**config.mk**
```make
export PLATFORM = sky130hd
export DESIGN_NAME = bresenham_line_rasterizer
export DESIGN_NICKNAME = d
export VERILOG_FILES = /design/src/sv/blr_pkg.sv /design/src/sv/bresenham_line_rasterizer.sv /design/src/sv/blr_core.sv /design/src/sv/blr_oq.sv
export SDC_FILE = /design/constraint.sdc
export NUM_CORES = 1
export LEC_CHECK = 0
export ABC_CLOCK_PERIOD_IN_PS = 22000
export CAP_MARGIN = 5
export CORE_MARGIN = 4
export CORE_UTILIZATION = 55
export CTS_CLUSTER_DIAMETER = 120
export DETAILED_ROUTE_END_ITERATION = 6
export DONT_BUFFER_PORTS = 1
export PLACE_DENSITY = 0.73
export SYNTH_ARGS = -nofsm -noshare
export SYNTH_HDL_FRONTEND = slang
export SYNTH_SLANG_ARGS = --single-unit
```
**constraint.sdc**
```tcl
create_clock -name i_clk -period 22 [get_ports i_clk]
set_clock_uncertainty 0.1 [all_clocks]
set_input_delay 2.2 -clock i_clk [delete_from_list [all_inputs] [get_ports i_clk]]
set_output_delay 2.2 -clock i_clk [all_outputs]
set_load 0.1 [all_outputs]
```
**src/sv/blr_pkg.sv**
```systemverilog
// ----------------------------------------------------------------------------
// blr_pkg
// Shared types and constants of the line rasterizer: coordinate width,
// command codes and the input and result transfer structs.
// ----------------------------------------------------------------------------
package blr_pkg;

    localparam int COORD_BITS = 12;
    localparam int ERR_BITS   = COORD_BITS + 2;

    localparam logic CMD_BEGIN = 1'b0;
    localparam logic CMD_STEP  = 1'b1;

    typedef logic signed [COORD_BITS-1:0] t_coord;
    typedef logic        [COORD_BITS-1:0] t_extent;
    typedef logic signed [ERR_BITS-1:0]   t_err;

    typedef struct packed {
        logic   command;
        t_coord start_x;
        t_coord start_y;
        t_coord end_x;
        t_coord end_y;
    } t_in_item;

    typedef struct packed {
        t_coord pixel_x;
        t_coord pixel_y;
        logic   last;
    } t_out_item;

endpackage

```
**src/sv/bresenham_line_rasterizer.sv**
```systemverilog
// ----------------------------------------------------------------------------
// bresenham_line_rasterizer
// Integer line rasterizer: a begin transfer loads two endpoints, each step
// transfer returns the next pixel of the line.
//
// input channel: i_in_valid / o_in_ready carry i_in_data; command selects
//   begin (endpoints, no result) or step (one pixel while a line is open)
// output channel: o_out_valid / i_out_ready carry o_out_data; last marks the
//   final endpoint, after which steps return nothing until the next begin
// a step's pixel is registered in the result queue before it is presented
// throughput: one transfer per cycle while the result queue has space, set by
//   the add-compare update of the decision term
// a begin while a line is open drops that line and starts the new one
// reset: no line open, result queue empty
// stall: a two-entry queue holds pixels; o_in_ready drops only while both
//   entries wait on the receiver
// ----------------------------------------------------------------------------
module bresenham_line_rasterizer import blr_pkg::*; (
    input  logic      i_clk,
    input  logic      i_rst_n,
    input  logic      i_in_valid,
    output logic      o_in_ready,
    input  t_in_item  i_in_data,
    output logic      o_out_valid,
    input  logic      i_out_ready,
    output t_out_item o_out_data
);

    logic      take, emit, space;
    t_out_item pixel;

    assign o_in_ready = space;
    assign take       = i_in_valid && space;

    blr_core u_core (
        .i_clk   (i_clk),
        .i_rst_n (i_rst_n),
        .i_take  (take),
        .i_item  (i_in_data),
        .o_emit  (emit),
        .o_pixel (pixel)
    );

    blr_oq u_oq (
        .i_clk   (i_clk),
        .i_rst_n (i_rst_n),
        .i_push  (emit),
        .i_data  (pixel),
        .o_space (space),
        .o_valid (o_out_valid),
        .i_ready (i_out_ready),
        .o_data  (o_out_data)
    );

endmodule

```
**src/sv/blr_core.sv**
```systemverilog
// ----------------------------------------------------------------------------
// blr_core
// Line setup and per-pixel stepping: endpoint ordering, axis selection and
// the decision-variable update, one item per cycle while i_take is high.
// ----------------------------------------------------------------------------
module blr_core import blr_pkg::*; (
    input  logic      i_clk,
    input  logic      i_rst_n,
    input  logic      i_take,
    input  t_in_item  i_item,
    output logic      o_emit,
    output t_out_item o_pixel
);

    t_coord  r_cur_x, r_cur_y, r_major_end;
    t_err    r_error_term;
    t_extent r_delta_major, r_delta_minor;
    logic    r_steep, r_y_descending, r_busy;

    t_coord  n_cur_x, n_cur_y, n_major_end;
    t_err    n_error_term;
    t_extent n_delta_major, n_delta_minor;
    logic    n_steep, n_y_descending, n_busy;

    // setup terms
    logic                      swap;
    t_coord                    x0, y0, x1, y1;
    logic signed [COORD_BITS:0] dx_w, dy_w, ady_w;
    t_extent                   dx, ady;
    logic                      s_steep, s_desc;
    t_extent                   s_dmaj, s_dmin;

    // step terms
    t_coord major_cur;
    logic   last, go, strict;
    t_err   two_min, two_maj;

    always_comb begin
        swap   = i_item.end_x < i_item.start_x;
        x0     = swap ? i_item.end_x   : i_item.start_x;
        y0     = swap ? i_item.end_y   : i_item.start_y;
        x1     = swap ? i_item.start_x : i_item.end_x;
        y1     = swap ? i_item.start_y : i_item.end_y;
        dx_w   = {x1[COORD_BITS-1], x1} - {x0[COORD_BITS-1], x0};
        dy_w   = {y1[COORD_BITS-1], y1} - {y0[COORD_BITS-1], y0};
        s_desc = dy_w[COORD_BITS];
        ady_w  = s_desc ? -dy_w : dy_w;
        dx     = dx_w[COORD_BITS-1:0];
        ady    = ady_w[COORD_BITS-1:0];
        s_steep = ady >= dx;
        s_dmaj  = s_steep ? ady : dx;
        s_dmin  = s_steep ? dx  : ady;
    end

    always_comb begin
        major_cur = r_steep ? r_cur_y : r_cur_x;
        last      = major_cur == r_major_end;
        strict    = !r_steep && r_y_descending;
        go        = !r_error_term[ERR_BITS-1] && (!strict || (r_error_term != '0));
        two_min   = $signed({1'b0, r_delta_minor, 1'b0});
        two_maj   = $signed({1'b0, r_delta_major, 1'b0});
    end

    assign o_emit          = i_take && (i_item.command == CMD_STEP) && r_busy;
    assign o_pixel.pixel_x = r_cur_x;
    assign o_pixel.pixel_y = r_cur_y;
    assign o_pixel.last    = last;

    always_comb begin
        n_cur_x        = r_cur_x;
        n_cur_y        = r_cur_y;
        n_major_end    = r_major_end;
        n_error_term   = r_error_term;
        n_delta_major  = r_delta_major;
        n_delta_minor  = r_delta_minor;
        n_steep        = r_steep;
        n_y_descending = r_y_descending;
        n_busy         = r_busy;
        if (i_take && (i_item.command == CMD_BEGIN)) begin
            n_cur_x        = x0;
            n_cur_y        = y0;
            n_major_end    = s_steep ? y1 : x1;
            n_delta_major  = s_dmaj;
            n_delta_minor  = s_dmin;
            n_steep        = s_steep;
            n_y_descending = s_desc;
            n_error_term   = $signed({1'b0, s_dmin, 1'b0}) - $signed({2'b00, s_dmaj});
            n_busy         = 1'b1;
        end else if (o_emit) begin
            if (last) begin
                n_busy = 1'b0;
            end else begin
                n_error_term = r_error_term + two_min - (go ? two_maj : t_err'(0));
                if (r_steep) begin
                    n_cur_y = r_y_descending ? r_cur_y - t_coord'(1) : r_cur_y + t_coord'(1);
                    if (go) begin
                        n_cur_x = r_cur_x + t_coord'(1);
                    end
                end else begin
                    n_cur_x = r_cur_x + t_coord'(1);
                    if (go) begin
                        n_cur_y = r_y_descending ? r_cur_y - t_coord'(1)
                                                 : r_cur_y + t_coord'(1);
                    end
                end
            end
        end
    end

    always_ff @(posedge i_clk) begin
        if (!i_rst_n) begin
            r_cur_x        <= '0;
            r_cur_y        <= '0;
            r_major_end    <= '0;
            r_error_term   <= '0;
            r_delta_major  <= '0;
            r_delta_minor  <= '0;
            r_steep        <= 1'b0;
            r_y_descending <= 1'b0;
            r_busy         <= 1'b0;
        end else begin
            r_cur_x        <= n_cur_x;
            r_cur_y        <= n_cur_y;
            r_major_end    <= n_major_end;
            r_error_term   <= n_error_term;
            r_delta_major  <= n_delta_major;
            r_delta_minor  <= n_delta_minor;
            r_steep        <= n_steep;
            r_y_descending <= n_y_descending;
            r_busy         <= n_busy;
        end
    end

endmodule

```
**src/sv/blr_oq.sv**
```systemverilog
// ----------------------------------------------------------------------------
// blr_oq
// Two-entry result queue: registers each pixel and holds a second one while
// the receiver stalls, so the input side keeps moving until both are full.
// ----------------------------------------------------------------------------
module blr_oq import blr_pkg::*; (
    input  logic      i_clk,
    input  logic      i_rst_n,
    input  logic      i_push,
    input  t_out_item i_data,
    output logic      o_space,
    output logic      o_valid,
    input  logic      i_ready,
    output t_out_item o_data
);

    logic [1:0] r_count, n_count;
    t_out_item  r_slot0, r_slot1, n_slot0, n_slot1;
    logic       pop;

    assign o_space = r_count != 2'd2;
    assign o_valid = r_count != 2'd0;
    assign o_data  = r_slot0;
    assign pop     = o_valid && i_ready;

    always_comb begin
        n_count = r_count;
        n_slot0 = r_slot0;
        n_slot1 = r_slot1;
        case ({i_push, pop})
            2'b10: begin
                if (r_count == 2'd0) begin
                    n_slot0 = i_data;
                end else begin
                    n_slot1 = i_data;
                end
                n_count = r_count + 2'd1;
            end
            2'b01: begin
                n_slot0 = r_slot1;
                n_count = r_count - 2'd1;
            end
            2'b11: begin
                if (r_count == 2'd1) begin
                    n_slot0 = i_data;
                end else begin
                    n_slot0 = r_slot1;
                    n_slot1 = i_data;
                end
            end
            default: begin
                n_count = r_count;
            end
        endcase
    end

    always_ff @(posedge i_clk) begin
        if (!i_rst_n) begin
            r_count <= 2'd0;
        end else begin
            r_count <= n_count;
        end
    end

    always_ff @(posedge i_clk) begin
        r_slot0 <= n_slot0;
        r_slot1 <= n_slot1;
    end

endmodule
```
==> impl_metrics.json <==
{
  "slowest_stage": "ha_1",
  "drive_gt1_share_pct": 7.20,
  "yosys.cell_types.count": 91,
  "synth_ff_type": "dfxtp_1",
  "fillerInstances": 1751,
  "synth_nets": 1465,
  "setup_tns_ns": 0,
  "die-width_um": 151,
  "cts_made_buffers": 17,
  "slew_headroom_pct": 20.7,
  "drt_first_pass_iters": 5,
  "worstMarginPinSlew_ns": 1.19,
  "tritoncts": "built",
  "place_inst": 1538,
  "finalHoldViolCount": 0,
  "io_pins": 80,
  "detail-route-antenna-nets": 0,
  "crit_required_ns": 22.22,
  "outcome": "complete, no violations",
  "drc": 0,
  "grt_pass1_vias": 8906,
  "grt_setup_unrepaired": "false",
  "grt_start_max_net_pins": 79,
  "report.final.slew_viol_count": 0,
  "clockBufferDepth": 2,
  "dieArea_sq_um": 22700,
  "powerDensity_nw_per_um2": 124,
  "slowest_delay_ns": 0.75,
  "ys_ff_latch": 129,
  "final_cells": 1570,
  "clockRootBuffer": "clkbuf_16",
  "ctsHoldBuffers": 0,
  "postSynthAreaPerCell_sq_um": 8.38,
  "async_reset_ff_share_pct": 0,
  "layout.nets": 1422,
  "drt_wl_total_mm": 30.7,
  "rows": 51,
  "clk_pin_slew_ns": 0.07,
  "syn_area_sq_um": 11200,
  "initialDrtViolationCount": 698,
  "maxCapViolations": 0,
  "whs_ns": 0.361,
  "hpwl_mm": 23.4,
  "start_kind": "input port",
  "viasPerCell": 6.12,
  "globalRouteTotalUtil_pct": 27.0,
  "overflow": 0,
  "syn-instance-count": 1335,
  "grt_first_pass_wirelength_mm": 48.3,
  "worst_setup_path_end_kind": "flip-flop",
  "coreArea_sq_um": 19700,
  "cts_sinks": 129,
  "start_util_pct": 56.7,
  "fmax_mhz": 89.1,
  "crit_type": "in2reg",
  "synth_edf_count": 50,
  "crit_top_cell": "a21oi_1",
  "synth_seq_area_share_pct": 27.6,
  "fin_crit_sh_pct": 51.0,
  "setup_viol_count_final": 0,
  "insertion_delay_ns": 0.43,
  "synth_warnings": 0,
  "post_cts_buffers": 0,
  "io_buffers": 0,
  "die_h_um": 151,
  "num_vias": 9602,
  "antenna_found_initial": 0,
  "place.gp.congestion": 0.970,
  "path_max_fanout": 49,
  "cts_resized": 0,
  "ir_drop_uv": 99.6,
  "n_antenna_cell": 0,
  "min_period_ns": 11.22,
  "cts_max_level": 4,
  "routedWlPerCell_um": 19.6,
  "syn2layout_area_growth_pct": 6.12,
  "p_leak_nw": 4.97,
  "arrival_ns": 11.44,
  "hp-class": "reg2reg"
}
==> cells in the final DEF, fill, tap and decap left out, drive strengths merged, types with 15 or more instances in the layout <==
| master | Yosys | layout |
|---|---|---|
| clkbuf | 47 | 17 |
| fa | 15 | 15 |
| a31oi | 15 | 15 |
| nor3 | 25 | 25 |
| dfxtp | 79 | 79 |
| and3 | 18 | 18 |
| nand2 | 181 | 181 |
| edfxtp | 50 | 50 |
| xnor2 | 56 | 56 |
| o21ai | 53 | 53 |
| nand2b | 18 | 18 |
| ha | 62 | 62 |
| a21oi | 55 | 55 |
| and2 | 33 | 33 |
| nor2b | 30 | 30 |
| nand3 | 33 | 33 |
| xor2 | 21 | 21 |
| nor2 | 67 | 67 |
| a21boi | 30 | 30 |
| o211a | 30 | 30 |
| a22o | 25 | 25 |
| mux2i | 56 | 56 |
| o211ai | 40 | 40 |
| inv | 102 | 110 |
==> stage by stage <==
step / utilization, % / total power, mW / area [sq um] / worst slack, ns
floorplan: - / 1.04 / 11200 / 11.51
global placement: 57.3 / 1.18 / 11300 / 10.77
detailed placement: 57.3 / 1.20 / 11300 / 10.49
CTS: 60.2 / 1.48 / 11900 / 10.87
global route: 60.2 / 1.59 / 11900 / 10.12
finish: 60.2 / 1.48 / 11900 / 10.78
==> area by class of cell <==
| type | count | area (sq um) | area share [%] |
|---|---|---|---|
| clock buffers | 17 | 425 | 3.58 |
| clock inverters | 15 | 144 | 1.21 |
| inverters | 103 | 387 | 3.26 |
| multi-input cells | 1033 | 7440 | 62.7 |
| flip-flops and latches | 129 | 3080 | 26.0 |
| well taps | 265 | 332 | 2.79 |
| repair buffers | 8 | 60.1 | 0.506 |
==> metal layers <==
metal  vias to the layer above  global-route usage [%]  share of wire (%)  wire (um)
li1                       4709                       -                  -          -
met2                       346                    42.6                 45      13900
met5                         -                       0                  0          0
met4                         0                    7.98                2.1        643
met1                      4509                    36.7                 44      13500
met3                        38                    6.95                8.8       2700
==> power breakdown <==
| part | switching [mW] | internal (mW) |
|---|---|---|
| clock | 0.123 | 0.150 |
| sequential | 0.0510 | 0.282 |
| combinational | 0.507 | 0.365 |
| total | 0.681 | 0.796 |
==> cell usage after synthesis (6+ instances only) <==
cell type | instances | share of area (%)
nand2_1 | 181 | 6.1
inv_1 | 102 | 3.4
dfxtp_1 | 79 | 14
nor2_1 | 65 | 2.2
ha_1 | 62 | 6.9
mux2i_1 | 56 | 5.0
a21oi_1 | 54 | 2.4
xnor2_1 | 54 | 4.2
o21ai_0 | 51 | 2.3
edfxtp_1 | 50 | 13
clkbuf_1 | 47 | 1.6
o211ai_1 | 40 | 2.7
and2_1 | 33 | 1.8
nand3_1 | 32 | 1.4
nor2b_1 | 30 | 1.7
o211a_1 | 30 | 2.7
a21boi_0 | 29 | 1.9
a22o_1 | 25 | 2.0
nor3_1 | 22 | 0.98
xor2_1 | 21 | 1.6
and3_1 | 18 | 1.0
nand2b_1 | 18 | 1.0
fa_1 | 15 | 2.7
a21o_1 | 13 | 0.87
a31oi_1 | 12 | 0.67
o21a_1 | 11 | 0.74
buf_1 | 10 | 0.34
nand4_1 | 10 | 0.56
o311ai_0 | 9 | 0.70
a211oi_1 | 8 | 0.54
buf_2 | 8 | 0.36
o21bai_1 | 8 | 0.54
maj3_1 | 7 | 0.63
mux2_2 | 7 | 0.70
nor4_1 | 7 | 0.39
o31ai_1 | 6 | 0.40
or2_2 | 6 | 0.34
or3_1 | 6 | 0.34
==> worst paths after layout <==
path         cells after the start                              endpoint  slack (ns)                                  from
min                              2  u_core.r_delta_major[0]$_SDFFE_PN0P_        0.36  u_core.r_delta_major[0]$_SDFFE_PN0P_
min reg2reg                      2  u_core.r_delta_major[0]$_SDFFE_PN0P_        0.36  u_core.r_delta_major[0]$_SDFFE_PN0P_
max reg2reg                     22  u_core.r_error_term[13]$_SDFFE_PN0P_       16.66    u_core.r_y_descending$_SDFFE_PN0P_
max                             33   u_core.r_error_term[8]$_SDFFE_PN0P_       10.78                         i_in_data[47]
==> critical path: cells and delay by family <==
family / cells / cell delay, ns
AOI/OAI and AO/OA: 17 / 4.06
xor gates and xnor gates: 1 / 0.18
adders and majority gates: 4 / 1.71
buffers and inverters: 2 / 0.57
muxes: 3 / 0.85
and+or+nand+nor: 6 / 1.82
==> cells by family after synthesis <==
family,share of synthesized area (%)
and+or+nand+nor,19.8
adders and majority gates,10.2
DFF,27.6
xor gates and xnor gates,6.16
AOI/OAI and AO/OA,24.2
buffers and inverters,6.16
muxes,5.85
==> state kept, by name, indices dropped and copies added, names as in the netlist <==
| signal | count |
|---|---|
| u_core.r_y_descending | 1 |
| u_core.r_delta_major | 12 |
| u_core.r_busy | 1 |
| u_oq.r_slot1 | 25 |
| u_core.r_cur_y | 12 |
| u_core.r_cur_x | 12 |
| u_core.r_delta_minor | 12 |
| u_oq.o_data | 25 |
| u_core.r_major_end | 12 |
| u_core.r_steep | 1 |
| u_core.r_error_term | 14 |
| u_oq.r_count | 2 |
Note: power is estimated with default switching activity, not from simulation.
